<file path="src/rtl/bdq_pkg.sv">
// ============================================================================
// bdq_pkg
// Shared types and constants for the bounded double-ended queue.
// ============================================================================
package bdq_pkg;

  localparam int unsigned DEPTH_DEF = 16;
  localparam int unsigned OP_W      = 3;
  localparam int unsigned VAL_W     = 16;
  localparam int unsigned ST_W      = 2;
  localparam int unsigned POS_W     = 5;

  // Request opcodes. Codes 6 and 7 are unused and are dropped silently.
  typedef enum logic [OP_W-1:0] {
    OP_PUSH_FRONT = 3'd0,
    OP_PUSH_BACK  = 3'd1,
    OP_POP_FRONT  = 3'd2,
    OP_POP_BACK   = 3'd3,
    OP_LIST       = 3'd4,
    OP_CLEAR      = 3'd5
  } op_e;

  typedef enum logic [ST_W-1:0] {
    ST_OK    = 2'd0,
    ST_FULL  = 2'd1,
    ST_EMPTY = 2'd2
  } status_e;

  // Pointer update commands from the sequencer to the ring pointer unit.
  typedef struct packed {
    logic add_front;
    logic add_back;
    logic take_front;
    logic take_back;
    logic clear;
  } ptr_cmd_t;

  // Occupancy flags from the ring pointer unit.
  typedef struct packed {
    logic full;
    logic empty;
  } ptr_stat_t;

endpackage

</file>
<file path="src/rtl/bounded_deque.sv">
// ============================================================================
// bounded_deque
// Bounded double-ended queue of signed 16-bit values kept in a ring buffer.
// ============================================================================
//
// Channel    Direction  Handshake                 Payload
// request    in         start_i, busy_o           opcode_i, value_i
// result     out        valid_o (one-cycle pulse) status_o, element_o,
//                                                 position_o, last_o
//
// The result of a push, pop or clear appears in the cycle after the
// request, and a new request may be given in that same cycle.
// A listing of N entries gives N results on consecutive cycles, one memory
// read per entry, and holds busy_o high on every result but the last.
// Each memory access is a single read or write per cycle, and no read is
// issued in the same cycle as a write, so no forwarding is needed. Reset
// clears the head and the count; entry contents are not cleared. The
// receiver cannot stall: every result pulse must be taken.
//
module bounded_deque #(
  parameter int unsigned DEPTH = bdq_pkg::DEPTH_DEF
) (
  input  logic                              clk_i,
  input  logic                              rst_ni,
  input  logic                              start_i,
  input  logic [bdq_pkg::OP_W-1:0]          opcode_i,
  input  logic signed [bdq_pkg::VAL_W-1:0]  value_i,
  output logic                              busy_o,
  output logic                              valid_o,
  output logic [bdq_pkg::ST_W-1:0]          status_o,
  output logic signed [bdq_pkg::VAL_W-1:0]  element_o,
  output logic [bdq_pkg::POS_W-1:0]         position_o,
  output logic                              last_o
);

  import bdq_pkg::*;

  localparam int unsigned IDX_W = (DEPTH > 1) ? $clog2(DEPTH) : 1;
  localparam int unsigned CNT_W = $clog2(DEPTH + 1);

  ptr_cmd_t                ptr_cmd;
  ptr_stat_t               ptr_stat;
  logic [IDX_W-1:0]        head;
  logic [CNT_W-1:0]        count;
  logic [IDX_W-1:0]        front_push_slot;
  logic [IDX_W-1:0]        back_push_slot;
  logic [IDX_W-1:0]        back_pop_slot;
  logic                    mem_we;
  logic [IDX_W-1:0]        mem_waddr;
  logic signed [VAL_W-1:0] mem_wdata;
  logic                    mem_re;
  logic [IDX_W-1:0]        mem_raddr;
  logic signed [VAL_W-1:0] mem_rdata;

  // The head and the count live in the pointer unit, which does the slot
  // arithmetic for pushes and pops; the sequencer wraps its listing pointer.
  bdq_ptr #(
    .DEPTH (DEPTH)
  ) u_ptr (
    .clk_i             (clk_i),
    .rst_ni            (rst_ni),
    .cmd_i             (ptr_cmd),
    .stat_o            (ptr_stat),
    .head_o            (head),
    .count_o           (count),
    .front_push_slot_o (front_push_slot),
    .back_push_slot_o  (back_push_slot),
    .back_pop_slot_o   (back_pop_slot)
  );

  // The sequencer decodes each request, reads or writes the slot that a push
  // or pop needs, and steps through the ring during a listing.
  bdq_ctrl #(
    .DEPTH (DEPTH)
  ) u_ctrl (
    .clk_i             (clk_i),
    .rst_ni            (rst_ni),
    .start_i           (start_i),
    .opcode_i          (opcode_i),
    .value_i           (value_i),
    .busy_o            (busy_o),
    .valid_o           (valid_o),
    .status_o          (status_o),
    .element_o         (element_o),
    .position_o        (position_o),
    .last_o            (last_o),
    .cmd_o             (ptr_cmd),
    .stat_i            (ptr_stat),
    .head_i            (head),
    .count_i           (count),
    .front_push_slot_i (front_push_slot),
    .back_push_slot_i  (back_push_slot),
    .back_pop_slot_i   (back_pop_slot),
    .we_o              (mem_we),
    .waddr_o           (mem_waddr),
    .wdata_o           (mem_wdata),
    .re_o              (mem_re),
    .raddr_o           (mem_raddr),
    .rdata_i           (mem_rdata)
  );

  // Entry storage with a registered read.
  bdq_mem #(
    .DEPTH (DEPTH),
    .WIDTH (VAL_W)
  ) u_mem (
    .clk_i   (clk_i),
    .we_i    (mem_we),
    .waddr_i (mem_waddr),
    .wdata_i (mem_wdata),
    .re_i    (mem_re),
    .raddr_i (mem_raddr),
    .rdata_o (mem_rdata)
  );

  // Busy is only raised while a listing is still producing results.
  a_busy_has_result : assert property (
    @(posedge clk_i) disable iff (!rst_ni)
    busy_o |-> (valid_o && !last_o)
  ) else $error("busy without a listing result in flight");

  // A listing of a non-empty queue starts with the front entry at position 1.
  a_list_first_pos : assert property (
    @(posedge clk_i) disable iff (!rst_ni)
    (start_i && !busy_o && (opcode_i == OP_LIST) && (count != '0))
      |=> (valid_o && (position_o == POS_W'(1)) && (status_o == ST_OK))
  ) else $error("listing did not start at position 1");

  // A push that fits grows the count by exactly one.
  a_push_grows : assert property (
    @(posedge clk_i) disable iff (!rst_ni)
    (start_i && !busy_o && ((opcode_i == OP_PUSH_FRONT) || (opcode_i == OP_PUSH_BACK))
      && (count != CNT_W'(DEPTH)))
      |=> (count == CNT_W'($past(count) + 1'b1))
  ) else $error("successful push did not grow the count");

  // The queue is never touched mid-list, so the count holds still.
  a_count_hold_in_list : assert property (
    @(posedge clk_i) disable iff (!rst_ni)
    busy_o |=> $stable(count)
  ) else $error("count changed during a listing");

endmodule

</file>
<file path="src/rtl/bdq_mem.sv">
// ============================================================================
// bdq_mem
// Entry storage: one write port and one read port, registered read data.
// ============================================================================
module bdq_mem #(
  parameter int unsigned DEPTH = 16,
  parameter int unsigned WIDTH = 16,
  localparam int unsigned IDX_W = (DEPTH > 1) ? $clog2(DEPTH) : 1
) (
  input  logic                    clk_i,
  input  logic                    we_i,
  input  logic [IDX_W-1:0]        waddr_i,
  input  logic signed [WIDTH-1:0] wdata_i,
  input  logic                    re_i,
  input  logic [IDX_W-1:0]        raddr_i,
  output logic signed [WIDTH-1:0] rdata_o
);

  logic signed [WIDTH-1:0] mem [DEPTH];
  logic signed [WIDTH-1:0] rdata_q;

  always_ff @(posedge clk_i) begin
    if (we_i) begin
      mem[waddr_i] <= wdata_i;
    end
    if (re_i) begin
      rdata_q <= mem[raddr_i];
    end
  end

  assign rdata_o = rdata_q;

endmodule

</file>
<file path="src/rtl/bdq_ptr.sv">
// ============================================================================
// bdq_ptr
// Ring pointer unit: head slot, entry count and the slots derived from them.
// ============================================================================
module bdq_ptr #(
  parameter int unsigned DEPTH = 16,
  localparam int unsigned IDX_W = (DEPTH > 1) ? $clog2(DEPTH) : 1,
  localparam int unsigned CNT_W = $clog2(DEPTH + 1)
) (
  input  logic                clk_i,
  input  logic                rst_ni,
  input  bdq_pkg::ptr_cmd_t   cmd_i,
  output bdq_pkg::ptr_stat_t  stat_o,
  output logic [IDX_W-1:0]    head_o,
  output logic [CNT_W-1:0]    count_o,
  output logic [IDX_W-1:0]    front_push_slot_o,
  output logic [IDX_W-1:0]    back_push_slot_o,
  output logic [IDX_W-1:0]    back_pop_slot_o
);

  import bdq_pkg::*;

  localparam int unsigned SUM_W = CNT_W + 1;

  logic [IDX_W-1:0] head_q, head_d;
  logic [CNT_W-1:0] count_q, count_d;
  logic [SUM_W-1:0] sum_push, sum_pop;
  logic [IDX_W-1:0] head_inc, head_dec;

  assign head_inc = (head_q == IDX_W'(DEPTH - 1)) ? '0 : head_q + IDX_W'(1);
  assign head_dec = (head_q == '0) ? IDX_W'(DEPTH - 1) : head_q - IDX_W'(1);

  // head + count stays below twice the depth, so one subtract wraps it.
  assign sum_push = SUM_W'(head_q) + SUM_W'(count_q);
  assign sum_pop  = sum_push - SUM_W'(1);

  always_comb begin
    front_push_slot_o = head_dec;
    back_push_slot_o  = (sum_push >= SUM_W'(DEPTH)) ? IDX_W'(sum_push - SUM_W'(DEPTH))
                                                    : IDX_W'(sum_push);
    back_pop_slot_o   = (sum_pop >= SUM_W'(DEPTH)) ? IDX_W'(sum_pop - SUM_W'(DEPTH))
                                                   : IDX_W'(sum_pop);
  end

  always_comb begin
    head_d  = head_q;
    count_d = count_q;
    priority if (cmd_i.clear) begin
      head_d  = '0;
      count_d = '0;
    end else if (cmd_i.add_front) begin
      head_d  = head_dec;
      count_d = count_q + CNT_W'(1);
    end else if (cmd_i.add_back) begin
      count_d = count_q + CNT_W'(1);
    end else if (cmd_i.take_front) begin
      head_d  = head_inc;
      count_d = count_q - CNT_W'(1);
    end else if (cmd_i.take_back) begin
      count_d = count_q - CNT_W'(1);
    end else begin
      head_d  = head_q;
    end
  end

  always_ff @(posedge clk_i or negedge rst_ni) begin
    if (!rst_ni) begin
      head_q  <= '0;
      count_q <= '0;
    end else begin
      head_q  <= head_d;
      count_q <= count_d;
    end
  end

  assign stat_o.full  = (count_q == CNT_W'(DEPTH));
  assign stat_o.empty = (count_q == '0);
  assign head_o       = head_q;
  assign count_o      = count_q;

endmodule

</file>
<file path="src/rtl/bdq_ctrl.sv">
// ============================================================================
// bdq_ctrl
// Request sequencer: decodes opcodes, drives the entry memory and pointer
// unit, walks the ring for a listing and registers the result fields.
// ============================================================================
module bdq_ctrl #(
  parameter int unsigned DEPTH = 16,
  localparam int unsigned IDX_W = (DEPTH > 1) ? $clog2(DEPTH) : 1,
  localparam int unsigned CNT_W = $clog2(DEPTH + 1)
) (
  input  logic                              clk_i,
  input  logic                              rst_ni,
  input  logic                              start_i,
  input  logic [bdq_pkg::OP_W-1:0]          opcode_i,
  input  logic signed [bdq_pkg::VAL_W-1:0]  value_i,
  output logic                              busy_o,
  output logic                              valid_o,
  output logic [bdq_pkg::ST_W-1:0]          status_o,
  output logic signed [bdq_pkg::VAL_W-1:0]  element_o,
  output logic [bdq_pkg::POS_W-1:0]         position_o,
  output logic                              last_o,
  output bdq_pkg::ptr_cmd_t                 cmd_o,
  input  bdq_pkg::ptr_stat_t                stat_i,
  input  logic [IDX_W-1:0]                  head_i,
  input  logic [CNT_W-1:0]                  count_i,
  input  logic [IDX_W-1:0]                  front_push_slot_i,
  input  logic [IDX_W-1:0]                  back_push_slot_i,
  input  logic [IDX_W-1:0]                  back_pop_slot_i,
  output logic                              we_o,
  output logic [IDX_W-1:0]                  waddr_o,
  output logic signed [bdq_pkg::VAL_W-1:0]  wdata_o,
  output logic                              re_o,
  output logic [IDX_W-1:0]                  raddr_o,
  input  logic signed [bdq_pkg::VAL_W-1:0]  rdata_i
);

  import bdq_pkg::*;

  typedef enum logic {
    S_IDLE,
    S_LIST
  } state_e;

  state_e                  state_q, state_d;
  logic                    valid_q, valid_d;
  logic                    last_q, last_d;
  logic                    from_mem_q, from_mem_d;
  status_e                 status_q, status_d;
  logic signed [VAL_W-1:0] elem_q, elem_d;
  logic [CNT_W-1:0]        idx_q, idx_d;
  logic [IDX_W-1:0]        ptr_q, ptr_d;
  logic [CNT_W-1:0]        idx_inc;
  logic [IDX_W-1:0]        ptr_inc, head_inc;
  logic [31:0]             idx_wide;
  op_e                     op;
  logic                    listing;

  assign op       = op_e'(opcode_i);
  assign listing  = (state_q == S_LIST) && !last_q;
  assign idx_inc  = idx_q + CNT_W'(1);
  assign ptr_inc  = (ptr_q == IDX_W'(DEPTH - 1)) ? '0 : ptr_q + IDX_W'(1);
  assign head_inc = (head_i == IDX_W'(DEPTH - 1)) ? '0 : head_i + IDX_W'(1);

  always_comb begin
    state_d    = state_q;
    valid_d    = 1'b0;
    last_d     = 1'b1;
    from_mem_d = 1'b0;
    status_d   = ST_OK;
    elem_d     = '0;
    idx_d      = '0;
    ptr_d      = ptr_q;
    cmd_o      = '0;
    we_o       = 1'b0;
    waddr_o    = back_push_slot_i;
    wdata_o    = value_i;
    re_o       = 1'b0;
    raddr_o    = ptr_q;

    if (listing) begin
      // Present the entry read last cycle and fetch the next one.
      re_o       = 1'b1;
      ptr_d      = ptr_inc;
      idx_d      = idx_inc;
      last_d     = (idx_inc == count_i);
      valid_d    = 1'b1;
      from_mem_d = 1'b1;
    end else begin
      state_d = S_IDLE;
      if (start_i) begin
        unique case (op)
          OP_PUSH_FRONT, OP_PUSH_BACK: begin
            valid_d = 1'b1;
            elem_d  = value_i;
            if (stat_i.full) begin
              status_d = ST_FULL;
            end else begin
              we_o            = 1'b1;
              waddr_o         = (op == OP_PUSH_FRONT) ? front_push_slot_i
                                                      : back_push_slot_i;
              cmd_o.add_front = (op == OP_PUSH_FRONT);
              cmd_o.add_back  = (op == OP_PUSH_BACK);
            end
          end
          OP_POP_FRONT, OP_POP_BACK: begin
            valid_d = 1'b1;
            if (stat_i.empty) begin
              status_d = ST_EMPTY;
            end else begin
              re_o             = 1'b1;
              raddr_o          = (op == OP_POP_FRONT) ? head_i : back_pop_slot_i;
              cmd_o.take_front = (op == OP_POP_FRONT);
              cmd_o.take_back  = (op == OP_POP_BACK);
              from_mem_d       = 1'b1;
            end
          end
          OP_LIST: begin
            valid_d = 1'b1;
            if (stat_i.empty) begin
              status_d = ST_EMPTY;
            end else begin
              re_o       = 1'b1;
              raddr_o    = head_i;
              ptr_d      = head_inc;
              idx_d      = CNT_W'(1);
              last_d     = (count_i == CNT_W'(1));
              from_mem_d = 1'b1;
              state_d    = S_LIST;
            end
          end
          OP_CLEAR: begin
            valid_d     = 1'b1;
            cmd_o.clear = 1'b1;
          end
          default: begin
            valid_d = 1'b0;
          end
        endcase
      end
    end
  end

  always_ff @(posedge clk_i or negedge rst_ni) begin
    if (!rst_ni) begin
      state_q    <= S_IDLE;
      valid_q    <= 1'b0;
      last_q     <= 1'b1;
      from_mem_q <= 1'b0;
      status_q   <= ST_OK;
      elem_q     <= '0;
      idx_q      <= '0;
      ptr_q      <= '0;
    end else begin
      state_q    <= state_d;
      valid_q    <= valid_d;
      last_q     <= last_d;
      from_mem_q <= from_mem_d;
      status_q   <= status_d;
      elem_q     <= elem_d;
      idx_q      <= idx_d;
      ptr_q      <= ptr_d;
    end
  end

  // Positions wrap to the width of the result field for very deep queues.
  assign idx_wide   = 32'(idx_q);
  assign position_o = idx_wide[POS_W-1:0];
  assign busy_o     = listing;
  assign valid_o    = valid_q;
  assign status_o   = status_q;
  assign element_o  = from_mem_q ? rdata_i : elem_q;
  assign last_o     = last_q;

endmodule

</file>
<file path="config.mk">
export PLATFORM = sky130hd
export DESIGN_NAME = bounded_deque
export DESIGN_NICKNAME = d
export VERILOG_FILES = /design/src/rtl/bdq_pkg.sv /design/src/rtl/bounded_deque.sv /design/src/rtl/bdq_mem.sv /design/src/rtl/bdq_ptr.sv /design/src/rtl/bdq_ctrl.sv
export SDC_FILE = /design/constraint.sdc
export NUM_CORES = 1
export LEC_CHECK = 0
export BUFFER_PORTS_ARGS = -buffer_cell sky130_fd_sc_hd__buf_4
export CELL_PAD_IN_SITES_DETAIL_PLACEMENT = 1
export CELL_PAD_IN_SITES_GLOBAL_PLACEMENT = 2
export CORE_MARGIN = 5
export CORE_UTILIZATION = 35
export CTS_CLUSTER_SIZE = 14
export DETAILED_ROUTE_END_ITERATION = 8
export GPL_TIMING_DRIVEN = 0
export PLACE_DENSITY_LB_ADDON = 0.1
export SETUP_SLACK_MARGIN = 0.4
export SYNTH_ARGS = -nofsm -noshare
export SYNTH_HDL_FRONTEND = slang
export SYNTH_SLANG_ARGS = --single-unit
export TNS_END_PERCENT = 10
</file>
<file path="constraint.sdc">
create_clock -name clk_i -period 4.05 [get_ports clk_i]
set_input_delay 0 -clock clk_i [delete_from_list [all_inputs] [get_ports clk_i]]
set_output_delay 0 -clock clk_i [all_outputs]
set_load 0.05 [all_outputs]
</file>
==> flow_summary.ini <==
[setup_path]
critPathKind = reg -> reg
r2r_cells = 13
start_kind = flip-flop
cp_max_fo = 5
cp.arrival_ns = 3.91
required_ns = 4.35
regToRegEndpoint = u_mem.rdata_o[2]$_DFFE_PP_
r2r-start = u_ptr.count_o[0]$_DFFE_PN0P_
cp-end-kind = flip-flop
r2r_slack_ns = 0.43

[sta]
slew_headroom = 0.425
grt_setup_unrepaired = yes
fin_crit_ns = 3.62
fmax_mhz = 276
fin_crit_sh = 0.893
setup_viol = 0
tightest_slew_ns = 0.860
finalMaxSlewViolations = 0
finalHoldViolations = 0
fin_skew_ns = 0.0223

[cts]
clk_pin_slew_ns = 0.06
cts_tree = done
cts.path.max_buffers = 3
cts-root-buf = clkbuf_16
cts_buffers = 38
cts_htree_levels = 2
clk-insertion-delay-late_ns = 0.56
clock_sinks = 312

[global_routing]
grt_max_degree = 25
grt_antenna_before_repair = 2
gr-total-overflow = 0
grt_use_total = 0.194
grt_pass1_vias = 9652
grt_first_pass_wirelength_um = 63300

[floorplanning]
ios = 48
die_x_um = 208
rows = 72
die_area_um2 = 43400
core_area_um2 = 38700
initial_core_util = 0.355
die_height_um = 208

[min_path]
min_from = opcode_i[1]
min_path_type = in -> reg
hold_depth = 3
min_to = u_ctrl.elem_q[15]$_DFF_PN0_

[logic_synthesis]
synth-edff-count = 272
synth.avg_cell_area_um2 = 13.3
ys.flop_type = edfxtp_1
synth_cells = 1036
synth_nets = 1072
syn_area_um2 = 13800
synth-seq-cells = 312
yosysWarnings = 0
yosysTopAreaCell = edfxtp_1
yosysSeqAreaShare = 0.667
synth_top_area_share = 0.594
yosys.cell_types.count = 60
synth.top_cells.by_area = edfxtp_1 59%, dfrtp_1 7.1%, o21a_1 3.4%, o21bai_1 2.5%, o21ai_0 2.2%
synthArstFlopShare = 0.128

[cells_and_area]
drive_above_1_share = 0.259
fin_util = 0.444
area_delta_synth_final_pct = 24.9
final_cell_mix = 272 x edfxtp_1, 77 x buf_4, 62 x o21a_1, 61 x nand2_1, 57 x o21ai_0
nets = 1222
fin_cells = 1733
layout_commonest_cell = edfxtp_1

[place]
io_buffers = 45
dp_hpwl_um = 28600
placed_cells_incl_taps = 1614
place.gp.congestion = 0.778

[detailed_routing]
drt_iter0_drc = 537
via_per_inst = 5.39
post_drt_wl_per_cell_um = 24.6
drc = 0
first_pass_iters = 5
detail-route-antenna-nets = 0
route.vias.total = 9344
routed_wl_um = 42600

[pwr]
p_leak_uw = 0.00617
ir_worst_vdd_mv = 0.283
power_density_nw_per_um2 = 720

[run_status]
status = completed

[run]
cap_violations = 0
==> metal layers <==
layer	up-vias	track usage	wire, um
li1	4303	-	-
met1	4744	0.284	20300
met2	230	0.299	19100
met3	65	0.0282	2200
met4	2	0.0609	986
met5	-	0	13
==> worst max-delay path by stage <==
stage / slack [ns] / to / start / cells past startpoint
floorplan: 0.06 / u_mem.mem[0][0]$_DFFE_PP_ / u_ctrl.last_o$_DFF_PN1_ / 8
global placement: -2.19 / u_mem.mem[7][6]$_DFFE_PP_ / u_ptr.count_o[1]$_DFFE_PN0P_ / 10
finish: 0.43 / u_mem.rdata_o[2]$_DFFE_PP_ / u_ptr.count_o[0]$_DFFE_PN0P_ / 13
CTS: 0.39 / u_mem.rdata_o[10]$_DFFE_PP_ / u_ptr.count_o[0]$_DFFE_PN0P_ / 13
global route: 0.33 / u_mem.rdata_o[10]$_DFFE_PP_ / u_ptr.count_o[0]$_DFFE_PN0P_ / 13
detailed placement: -0.65 / u_mem.rdata_o[10]$_DFFE_PP_ / u_ptr.head_o[0]$_DFFE_PN0P_ / 12
==> cell usage after synthesis, drive strengths merged, types with 16 or more instances <==
master / instances
mux2: 32
o2111ai: 16
o21bai: 46
nor2: 49
a21oi: 43
a21o: 18
edfxtp: 272
buf: 30
nand2: 62
o21a: 63
o211ai: 17
a31oi: 19
dfrtp: 39
nand4: 19
o21ai: 73
nor3: 42
o22ai: 30
clkbuf: 35
and2: 21
==> cell families (layout without fill, tap and decap cells) <==
family                   Yosys count  in the layout  share of synthesized area
other                              0              1                          0
AND/OR/NAND/NOR                  231            231                     0.0829
AO/OA/AOI/OAI                    348            348                      0.168
flip-flops                       312            312                      0.667
adder cells (fa/ha/maj)           14             14                     0.0133
buffers and inverters             77            255                     0.0247
XOR/XNOR                          17             17                     0.0118
multiplexers                      37             37                     0.0326
==> timing repair <==
action	4_1_cts	5_1_grt
endpoints found under the hold margin	318	0
buffers inserted	17	9
gates cloned	1	0
setup endpoints to repair	272	171
hold buffers	23	0
gates resized for setup	95	68
pin swaps	16	27
==> layout make-up <==
class / instances / area (um2)
fill: 3979 / 21600
sequential: 312 / 9180
multi-input combinational: 647 / 4690
clock buffer: 51 / 1040
timing repair buffer: 110 / 1000
tap: 518 / 648
buffer: 65 / 427
clock inverter: 17 / 159
inverter: 12 / 45.0
antenna: 1 / 2.50
==> power breakdown <==
part	internal [uW]	switching [uW]	leakage, uW
Clock	1940	1340	0.000587
Combinational	1920	3240	0.00260
Sequential	3800	132	0.00298
Total	7660	4720	0.00617
==> worst max-delay path: stages (launching register included) <==
cell	delay, ns
dfrtp_2	0.43
ha_2	0.20
fa_2	0.58
inv_1	0.08
ha_4	0.29
o21ai_2	0.09
a221o_2	0.45
o21ai_4	0.17
buf_12	0.16
bufbuf_16	0.26
o21bai_1	0.07
o2111ai_1	0.12
o211ai_1	0.24
a21o_1	0.23
==> stage by stage <==
step / worst slack [ns] / hold WS, ns / area, um2 / power (uW) / TNS (ns)
4_1_cts: 0.386 / 0.0606 / 16900 / 12300 / 0
5_1_grt: 0.331 / 0.0773 / 17200 / 13000 / 0
6_report: 0.433 / 0.0414 / 17200 / 12400 / 0
2_1_floorplan: 0.0595 / -0.296 / 13800 / 6790 / 0
3_3_place_gp: -2.19 / 0.0380 / 14700 / 8350 / -268.72
3_5_place_dp: -0.654 / 0.0385 / 15000 / 8430 / -58.63
==> state kept, by name, indices dropped and copies added, names as in the netlist <==
register / cells
u_ctrl.ptr_q: 4
u_ctrl.state_q: 1
u_mem.mem: 256
u_ctrl.valid_o: 1
u_ctrl.last_o: 1
u_ptr.count_o: 5
u_ctrl.position_o: 5
u_ctrl.elem_q: 16
u_ctrl.status_o: 2
u_mem.rdata_o: 16
u_ptr.head_o: 4
u_ctrl.from_mem_q: 1
(Power assumes the default switching activity.)
